[src/rtl/ustp_pkg.sv]
package ustp_pkg;

  localparam int MAX_LENGTH_DEFAULT = 255;
  localparam int QUEUE_DEPTH        = 2;
  localparam int BASE_W             = 6;
  localparam int ADDR_W             = 3;

  localparam logic [BASE_W-1:0] DIGIT_NONE  = 6'd63;
  localparam logic [BASE_W-1:0] BASE_AUTO   = 6'd0;
  localparam logic [BASE_W-1:0] BASE_UNARY  = 6'd1;
  localparam logic [BASE_W-1:0] BASE_OCTAL  = 6'd8;
  localparam logic [BASE_W-1:0] BASE_DEC    = 6'd10;
  localparam logic [BASE_W-1:0] BASE_HEX    = 6'd16;
  localparam logic [BASE_W-1:0] BASE_LIMIT  = 6'd36;

  localparam logic [7:0] CASE_FOLD_MASK = 8'hdf;
  localparam logic [7:0] CHAR_SPACE     = 8'h20;
  localparam logic [7:0] CHAR_TAB       = 8'h09;
  localparam logic [7:0] CHAR_CR        = 8'h0d;
  localparam logic [7:0] CHAR_MINUS     = 8'h2d;
  localparam logic [7:0] CHAR_PLUS      = 8'h2b;
  localparam logic [7:0] CHAR_ZERO      = 8'h30;
  localparam logic [7:0] CHAR_NINE      = 8'h39;
  localparam logic [7:0] CHAR_UPPER_A   = 8'h41;
  localparam logic [7:0] CHAR_UPPER_Z   = 8'h5a;
  localparam logic [7:0] CHAR_LOWER_A   = 8'h61;
  localparam logic [7:0] CHAR_LOWER_Z   = 8'h7a;
  localparam logic [7:0] CHAR_UPPER_X   = 8'h58;
  localparam logic [7:0] COUNT_MAX      = 8'hff;

  localparam logic REG_NUMBER_BASE = 1'b0;

  typedef struct packed {
    logic [BASE_W-1:0] digit;
    logic              blank;
    logic              minus;
    logic              plus;
    logic              zero;
    logic              hex_x;
    logic              last;
  } char_class_t;

  typedef enum logic [2:0] {
    PH_SPACE,
    PH_START,
    PH_ZERO,
    PH_DIGITS,
    PH_DONE
  } phase_t;

  typedef enum logic [1:0] {
    DS_NONE,
    DS_SEEN,
    DS_OVER
  } digit_status_t;

  function automatic logic [BASE_W-1:0] digit_of(input logic [7:0] c);
    logic [BASE_W-1:0] d;
    d = DIGIT_NONE;
    if (c >= CHAR_ZERO && c <= CHAR_NINE) begin
      d = BASE_W'(c - CHAR_ZERO);
    end else if (c >= CHAR_UPPER_A && c <= CHAR_UPPER_Z) begin
      d = BASE_W'(c - CHAR_UPPER_A) + BASE_DEC;
    end else if (c >= CHAR_LOWER_A && c <= CHAR_LOWER_Z) begin
      d = BASE_W'(c - CHAR_LOWER_A) + BASE_DEC;
    end
    return d;
  endfunction

endpackage

[src/rtl/ustp_front.sv]
module ustp_front
  import ustp_pkg::*;
(
  input  logic [7:0]  character,
  input  logic        last_of_string,
  output char_class_t item
);

  always_comb begin
    item.digit = digit_of(character);
    item.blank = (character == CHAR_SPACE) ||
                 (character >= CHAR_TAB && character <= CHAR_CR);
    item.minus = (character == CHAR_MINUS);
    item.plus  = (character == CHAR_PLUS);
    item.zero  = (character == CHAR_ZERO);
    item.hex_x = ((character & CASE_FOLD_MASK) == CHAR_UPPER_X);
    item.last  = last_of_string;
  end

endmodule

[src/rtl/ustp_queue.sv]
module ustp_queue
  import ustp_pkg::*;
(
  input  logic        clk,
  input  logic        rst,
  input  logic        wr_valid,
  output logic        wr_ready,
  input  char_class_t wr_data,
  output logic        rd_valid,
  input  logic        rd_ready,
  output char_class_t rd_data
);

  localparam int PTR_W = (QUEUE_DEPTH > 1) ? $clog2(QUEUE_DEPTH) : 1;

  char_class_t      entries [QUEUE_DEPTH];
  logic [PTR_W-1:0] wr_ptr;
  logic [PTR_W-1:0] rd_ptr;
  logic [PTR_W:0]   fill;
  logic             push;
  logic             pop;

  assign wr_ready = (fill != (PTR_W+1)'(QUEUE_DEPTH));
  assign rd_valid = (fill != '0);
  assign rd_data  = entries[rd_ptr];
  assign push     = wr_valid && wr_ready;
  assign pop      = rd_valid && rd_ready;

  always_ff @(posedge clk) begin
    if (push) begin
      entries[wr_ptr] <= wr_data;
    end
  end

  always_ff @(posedge clk) begin
    if (rst) begin
      wr_ptr <= '0;
      rd_ptr <= '0;
      fill   <= '0;
    end else begin
      if (push) begin
        wr_ptr <= (wr_ptr == PTR_W'(QUEUE_DEPTH - 1)) ? '0 : wr_ptr + 1'b1;
      end
      if (pop) begin
        rd_ptr <= (rd_ptr == PTR_W'(QUEUE_DEPTH - 1)) ? '0 : rd_ptr + 1'b1;
      end
      if (push && !pop) begin
        fill <= fill + 1'b1;
      end else if (pop && !push) begin
        fill <= fill - 1'b1;
      end
    end
  end

endmodule

[src/rtl/ustp_back.sv]
module ustp_back
  import ustp_pkg::*;
#(
  parameter int MAX_LENGTH = MAX_LENGTH_DEFAULT
) (
  input  logic              clk,
  input  logic              rst,
  input  logic [BASE_W-1:0] number_base,
  input  logic              q_valid,
  output logic              q_ready,
  input  char_class_t       q_item,
  output logic              out_valid,
  input  logic              out_ready,
  output logic [31:0]       value,
  output logic              overflow,
  output logic [7:0]        consumed_count
);

  localparam int POS_W = $clog2(MAX_LENGTH + 1);
  localparam int EXT_W = POS_W + 8;

  phase_t            phase, phase_next;
  logic              neg, neg_next;
  logic [BASE_W-1:0] eff_base, eff_base_next;
  logic [31:0]       acc, acc_next;
  digit_status_t     dstat, dstat_next;
  logic [POS_W-1:0]  byte_pos, byte_pos_next;
  logic [POS_W-1:0]  end_pos, end_pos_next;

  logic [BASE_W-1:0] base_sel;
  logic              try_digit;
  logic              take_direct;
  logic              take;
  logic [37:0]       prod;
  logic              base_bad;
  logic              base_auto;
  logic              base_hex;
  logic              step;

  logic              out_neg;
  logic [31:0]       out_acc;
  digit_status_t     out_dstat;
  logic [POS_W-1:0]  out_end;
  logic [EXT_W-1:0]  end_ext;

  assign base_bad  = (number_base == BASE_UNARY) || (number_base > BASE_LIMIT);
  assign base_auto = (number_base == BASE_AUTO);
  assign base_hex  = (number_base == BASE_HEX);

  // The final byte may only proceed when the result slot is free or being emptied.
  assign step    = q_valid && (!q_item.last || !out_valid || out_ready);
  assign q_ready = step;

  assign prod = 38'(acc) * 38'(base_sel) + 38'(q_item.digit);

  always_comb begin
    phase_next    = phase;
    neg_next      = neg;
    eff_base_next = eff_base;
    acc_next      = acc;
    dstat_next    = dstat;
    byte_pos_next = byte_pos;
    end_pos_next  = end_pos;
    base_sel      = eff_base;
    try_digit     = 1'b0;
    take_direct   = 1'b0;
    take          = 1'b0;

    if (byte_pos >= POS_W'(MAX_LENGTH)) begin
      phase_next = PH_DONE;
    end else begin
      byte_pos_next = byte_pos + 1'b1;
      unique case (phase)
        PH_SPACE, PH_START: begin
          if (phase == PH_SPACE && q_item.blank) begin
            phase_next = PH_SPACE;
          end else if (phase == PH_SPACE && q_item.minus) begin
            neg_next   = 1'b1;
            phase_next = PH_START;
          end else if (phase == PH_SPACE && q_item.plus) begin
            phase_next = PH_START;
          end else if (base_bad) begin
            phase_next = PH_DONE;
          end else if ((base_auto || base_hex) && q_item.zero) begin
            // A leading zero counts as a digit and may open a hex prefix.
            eff_base_next = base_hex ? BASE_HEX : BASE_OCTAL;
            base_sel      = eff_base_next;
            take_direct   = 1'b1;
            phase_next    = PH_ZERO;
          end else begin
            eff_base_next = base_auto ? BASE_DEC : number_base;
            base_sel      = eff_base_next;
            try_digit     = 1'b1;
          end
        end
        PH_ZERO: begin
          if (q_item.hex_x) begin
            eff_base_next = BASE_HEX;
            phase_next    = PH_DIGITS;
          end else begin
            try_digit = 1'b1;
          end
        end
        PH_DIGITS: begin
          try_digit = 1'b1;
        end
        default: begin
          phase_next = PH_DONE;
        end
      endcase
    end

    if (try_digit) begin
      if (q_item.digit < base_sel) begin
        take       = 1'b1;
        phase_next = PH_DIGITS;
      end else begin
        phase_next = PH_DONE;
      end
    end

    if (take || take_direct) begin
      end_pos_next = byte_pos + 1'b1;
      if (dstat == DS_OVER || prod[37:32] != '0) begin
        dstat_next = DS_OVER;
      end else begin
        acc_next   = prod[31:0];
        dstat_next = DS_SEEN;
      end
    end
  end

  always_ff @(posedge clk) begin
    if (rst) begin
      phase    <= PH_SPACE;
      neg      <= 1'b0;
      eff_base <= '0;
      acc      <= '0;
      dstat    <= DS_NONE;
      byte_pos <= '0;
      end_pos  <= '0;
    end else if (step) begin
      if (q_item.last) begin
        phase    <= PH_SPACE;
        neg      <= 1'b0;
        eff_base <= '0;
        acc      <= '0;
        dstat    <= DS_NONE;
        byte_pos <= '0;
        end_pos  <= '0;
      end else begin
        phase    <= phase_next;
        neg      <= neg_next;
        eff_base <= eff_base_next;
        acc      <= acc_next;
        dstat    <= dstat_next;
        byte_pos <= byte_pos_next;
        end_pos  <= end_pos_next;
      end
    end
  end

  always_ff @(posedge clk) begin
    if (rst) begin
      out_valid <= 1'b0;
    end else if (step && q_item.last) begin
      out_valid <= 1'b1;
    end else if (out_ready) begin
      out_valid <= 1'b0;
    end
  end

  always_ff @(posedge clk) begin
    if (step && q_item.last) begin
      out_neg   <= neg_next;
      out_acc   <= acc_next;
      out_dstat <= dstat_next;
      out_end   <= end_pos_next;
    end
  end

  // The result register keeps the raw parse state; sign and saturation are applied here.
  assign end_ext  = EXT_W'(out_end);
  assign overflow = (out_dstat == DS_OVER);
  assign value    = overflow ? '1 : (out_neg ? (32'd0 - out_acc) : out_acc);

  always_comb begin
    if (out_dstat == DS_NONE) begin
      consumed_count = '0;
    end else if (end_ext > EXT_W'(COUNT_MAX)) begin
      consumed_count = COUNT_MAX;
    end else begin
      consumed_count = end_ext[7:0];
    end
  end

endmodule

[src/rtl/unsigned_integer_text_parser_core.sv]
// Text-to-unsigned-integer parser with strtoul behaviour in the C locale.
// Input channel: one character a request (character, last_of_string) on
// in_valid/in_ready. A result request (value, overflow, consumed_count) on
// out_valid/out_ready follows each character marked last_of_string; other
// characters give no result.
// Throughput is one character a cycle, except while a last character waits for
// a busy result slot; the multiply-accumulate of the back end (accumulator
// times base plus digit) is combinational. The last character, once accepted,
// is written into the classification queue; the parse step then takes it from
// the queue and loads the result register, which drives out_valid.
// The radix is the register at byte address 0 of the APB port: 2 to 36, or 0
// for automatic octal, decimal or hex detection; change it only when idle.
// Reset clears the radix to 0 and the parse state; no clearing pass is needed.
// When out_ready is low the result is held, characters of the next string
// still flow into the parser, and only its last character waits in the queue;
// in_ready falls once the two-entry queue is full.
module unsigned_integer_text_parser_core
  import ustp_pkg::*;
#(
  parameter int MAX_LENGTH = MAX_LENGTH_DEFAULT
) (
  input  logic              clk,
  input  logic              rst,
  input  logic              psel,
  input  logic              penable,
  input  logic              pwrite,
  input  logic [ADDR_W-1:0] paddr,
  input  logic [31:0]       pwdata,
  output logic [31:0]       prdata,
  output logic              pready,
  input  logic              in_valid,
  output logic              in_ready,
  input  logic [7:0]        character,
  input  logic              last_of_string,
  output logic              out_valid,
  input  logic              out_ready,
  output logic [31:0]       value,
  output logic              overflow,
  output logic [7:0]        consumed_count
);

  logic [BASE_W-1:0] number_base;
  char_class_t       front_item;
  char_class_t       q_item;
  logic              q_valid;
  logic              q_ready;

  assign pready = 1'b1;
  assign prdata = (paddr[ADDR_W-1] == REG_NUMBER_BASE) ? 32'(number_base) : '0;

  always_ff @(posedge clk) begin
    if (rst) begin
      number_base <= BASE_AUTO;
    end else if (psel && penable && pwrite && pready &&
                 paddr[ADDR_W-1] == REG_NUMBER_BASE) begin
      number_base <= pwdata[BASE_W-1:0];
    end
  end

  ustp_front u_front (
    .character      (character),
    .last_of_string (last_of_string),
    .item           (front_item)
  );

  ustp_queue u_queue (
    .clk      (clk),
    .rst      (rst),
    .wr_valid (in_valid),
    .wr_ready (in_ready),
    .wr_data  (front_item),
    .rd_valid (q_valid),
    .rd_ready (q_ready),
    .rd_data  (q_item)
  );

  ustp_back #(
    .MAX_LENGTH (MAX_LENGTH)
  ) u_back (
    .clk            (clk),
    .rst            (rst),
    .number_base    (number_base),
    .q_valid        (q_valid),
    .q_ready        (q_ready),
    .q_item         (q_item),
    .out_valid      (out_valid),
    .out_ready      (out_ready),
    .value          (value),
    .overflow       (overflow),
    .consumed_count (consumed_count)
  );

`ifndef SYNTHESIS
  a_overflow_saturates : assert property (@(posedge clk) disable iff (rst)
    out_valid && overflow |-> value == '1)
    else $error("overflow result without saturated value");

  a_no_digit_is_zero : assert property (@(posedge clk) disable iff (rst)
    out_valid && consumed_count == 8'd0 |-> value == 32'd0 && !overflow)
    else $error("result without consumed digits is not zero");

  a_count_in_range : assert property (@(posedge clk) disable iff (rst)
    out_valid |-> 32'(consumed_count) <= 32'(MAX_LENGTH))
    else $error("consumed count beyond maximum string length");

  a_last_waits_for_slot : assert property (@(posedge clk) disable iff (rst)
    q_valid && q_ready && q_item.last |-> !out_valid || out_ready)
    else $error("last character taken while result slot is occupied");
`endif

endmodule
[config.mk]
export PLATFORM = sky130hd
export DESIGN_NAME = unsigned_integer_text_parser_core
export DESIGN_NICKNAME = d
export VERILOG_FILES = /design/src/rtl/ustp_pkg.sv /design/src/rtl/ustp_front.sv /design/src/rtl/ustp_queue.sv /design/src/rtl/ustp_back.sv /design/src/rtl/unsigned_integer_text_parser_core.sv
export SDC_FILE = /design/constraint.sdc
export NUM_CORES = 1
export LEC_CHECK = 0
export ABC_AREA = 1
export ABC_CLOCK_PERIOD_IN_PS = 6900
export BUFFER_PORTS_ARGS = -buffer_cell sky130_fd_sc_hd__buf_2
export CORE_MARGIN = 4
export CORE_UTILIZATION = 45
export DETAILED_ROUTE_END_ITERATION = 16
export PLACE_DENSITY = 0.65
export SYNTH_ARGS = -nofsm -noshare
export SYNTH_HDL_FRONTEND = slang
export SYNTH_SLANG_ARGS = --single-unit
[constraint.sdc]
create_clock -name clk -period 6.9 [get_ports clk]
set_input_delay 0.69 -clock clk [delete_from_list [all_inputs] [get_ports clk]]
set_output_delay 0.69 -clock clk [all_outputs]
set_load 0.005 [all_outputs]
==> summary.md <==
| Metric | Value |
|---|---|
| Status | finished, final reports clean |
| Die area | about 0.034 sq mm |
| Tot GR Track Use | 20.53% |
| Filler cells | 2974 |
| Final worst-path cycle share | a little over nine tenths |
| Htree depth | 4 |
| Type of the most critical hold path | input pin to flip-flop |
| Yosys warning total | 0 |
| Synthesized area per cell | 7.568 sq um |
| CTS Sinks | between 100 and 150 |
| CP Class | flip-flop to flip-flop |
| Prevailing post-synth register cell | dfxtp_1 |
| Worst Tran Pin Value | 1037 ps |
| Initial core utilization | a little under half |
| Via/cell ratio | 5.250 |
| DRC Markers | 0 |
| CTS Buffer Depth | 2 |
| Critical Path Stages | 39 |
| Final Hold Viols | 0 |
| Leading post-synthesis cells by cell area | fa_1 17%, edfxtp_1 14%, nand2_1 11% |
| Sequential share of the synthesized area | between 20 and 25% |
| DR vias | roughly 12000 |
| Most frequent cells in the layout | 393 x nand2_1, 291 x nor2_1, 220 x inv_1 |
| Crit-path max FO | 10 |
| Post-synth EDFFs | 67 |
| PortBufs | between 70 and 80 |
| CP peak stage delay | about 500 ps |
| Iter 0 DRT Violations | roughly 900 |
| Crit-path slowest cell | fa_1 |
| Synth-to-Final Area Change | 12.77% |
| Routability cong. | ~0.93 |
| Io pins | 127 |
| Worst Clk Skew | 15.47 ps |
| CP Launch Type | flip-flop |
| Insertion delay to the later sink of the worst-skew pair | about 440 ps |
| # hold bufs at CTS | 0 |
| Critical path endpoint | u_back.acc[18] |
| Fin crit period | between 6000 and 7000 ps |
| Final setup vio count | 0 |
| Cell count after synthesis | approximately 1900 |
| Core footprint | between 0.03 and 0.04 sq mm |
| Mapped Area | between 0.01 and 0.015 sq mm |
| Min Hold Slack | roughly 440 ps |
| Worst endpoint required time | approximately 7300 ps |
| Slew margin rel. | around 31% |
| Async SR Flop Fraction | 0% |
| Pwr Total | about 5.8 mW |
| Synth Register Bits | between 100 and 150 |
| Std-Cell Rows | 64 |
| Root Driver | clkbuf_16 |
| First-pass GRT wire length | ~58000 um |
| Worst VDD drop | between 0.3 and 0.4 mV |
| Most used cell, CP | nand2_1 |
| Post-synth top area share | about 17% |
| CTS tree | built |
| Crit-path leading delay family | simple AND/OR/NAND/NOR gates |
| Max Cap Viol | 0 |
| Fmax | between 0.15 and 0.2 GHz |
| Dpl hpwl | 27130 um |
| Crit end category | flip-flop |
| Leakage power | roughly 7.6 nW |
| Final WL | approximately 36000 um |
| TritonCTS buffer count | 17 |
| Reg2reg setup slack | ~400 ps |
| Area of the multi-input gates | 0.009757 sq mm |
| Layout cell share with drive strength beyond 1 | 14.49% |
| Die Y | 185.7 um |
| Gr ovfl total | 0 |
| Commonest non-fill, non-tap cell in the layout | nand2_1 |
| Largest net degree at the start of global routing | 73 |
| Reg2reg end | u_back.acc[18] |
| Ant diodes | 0 |
| HP Start | last_of_string |
| Register area | between 0.003 and 0.004 sq mm |
| Initial antenna violation count | 0 |
| Cell accounting for the most synthesized area | fa_1 |
| ANT nets after route | 0 |
| Chip width | between 150 and 200 um |
| Nets | 2228 |
| PwrDens | around 360 mW/mm^2 |
| Distinct cell type count after synthesis | 57 |
| Reg2Reg Depth | 39 |
| Buffers and inverters on the worst path | 10 |
| Clock transition at path regs | 60 ps |
| Critical path arrival | just under 7000 ps |
| Drt first pass iters | 6 |
| Avg WL per Cell | between 15 and 20 um |
| Fin. max-slew vios | 0 |
| Vias in the first global route | ~12000 |
report_power, final:
part           total [mW]  internal [mW]  leakage (nW)  switching (mW)
Sequential           1.24           1.10          1.22           0.140
Combinational        3.54           1.15          6.09            2.39
Clock               0.985          0.610         0.301           0.375
cell families after synthesis:
group                      after synthesis  share of synthesized area, %
DFF                                    139                         24.30
other                                    2                       0.05284
muxes                                    2                        0.1409
and+or+nand+nor                        905                         27.36
buffers and inverters                  318                         9.639
AOI/OAI and AO/OA                      253                         10.11
adders and majority gates              223                         26.18
xor gates and xnor gates                36                         2.218
flip-flops by register name (all words and copies together), names as in the netlist, 2 cells and up, named ones only:
signal            cells
u_back.acc           32
u_back.out_acc       32
number_base           6
u_queue.entries      24
u_back.out_end        8
u_back.end_pos        8
u_back.dstat          2
u_back.out_dstat      2
u_back.eff_base       6
u_back.byte_pos       8
u_queue.fill          2
u_back.phase          3
metrics by stage:
stage | util, % | worst slack [ps] | instances | area [sq um] | setup TNS (ps)
after floorplan | - | 730.7 | 1903 | 14310 | 0
after global placement | 48.30 | 357.2 | 2312 | 14930 | 0
after detailed placement | 48.30 | 267.7 | 2312 | 14930 | 0
after CTS | 50.32 | 220.2 | 2344 | 15550 | 0
after global routing | 51.86 | -24.30 | 2363 | 16030 | -103.1
final | 51.86 | 400.7 | 2363 | 16030 | 0
Yosys cell counts, drive strengths merged (2+ instances only):
cell type / n
nand2: 426
nor2: 310
inv: 230
a21oi: 132
fa: 124
nand3: 105
ha: 99
o21ai: 84
dfxtp: 72
edfxtp: 67
buf: 44
clkbuf: 39
nor3: 23
xor2: 21
xnor2: 15
a31oi: 10
nand4: 9
nor4: 9
or2: 8
a211oi: 7
nand3b: 6
o21bai: 6
and2: 5
clkinv: 5
a21o: 3
o21a: 3
and3: 2
conb: 2
mux2i: 2
o211ai: 2
metal layers:
metal | track usage (%) | wire length, um | up-vias | part of all wire (%)
met4 | 4.780 | 529 | 0 | 1.5
met3 | 3.811 | 2171 | 42 | 6.0
met2 | 33.61 | 16760 | 326 | 46
li1 | - | - | 6119 | -
met1 | 28.45 | 16590 | 5918 | 46
met5 | 0 | 0 | - | 0
cell type report:
cell class | count | share of cell area, %
Clock buffer | 20 | 2.724
Multi-Input combinational cell | 1447 | 60.87
Inverter | 235 | 5.566
Sequential cell | 139 | 21.58
Clock inverter | 12 | 1.171
Tap cell | 396 | 3.091
Timing Repair Buffer | 114 | 5.004
worst min path at each step:
stage	end	slack (ps)	cells past startpoint
2_1_floorplan	u_back.acc[3]	450	2
3_3_place_gp	u_back.end_pos[3]	450	2
3_5_place_dp	u_back.end_pos[7]	460	2
4_1_cts	u_queue.entries[1][0]	430	1
5_1_grt	u_queue.entries[0][0]	440	1
6_report	u_queue.entries[1][0]	440	1
repair_timing:
| action | 4_1_cts | 5_1_grt |
|---|---|---|
| endpoints found under the setup margin | 0 | 68 |
| buffers inserted | 0 | 15 |
| gates resized for setup | 0 | 78 |
No activity file was read; power rests on OpenSTA's default activity.
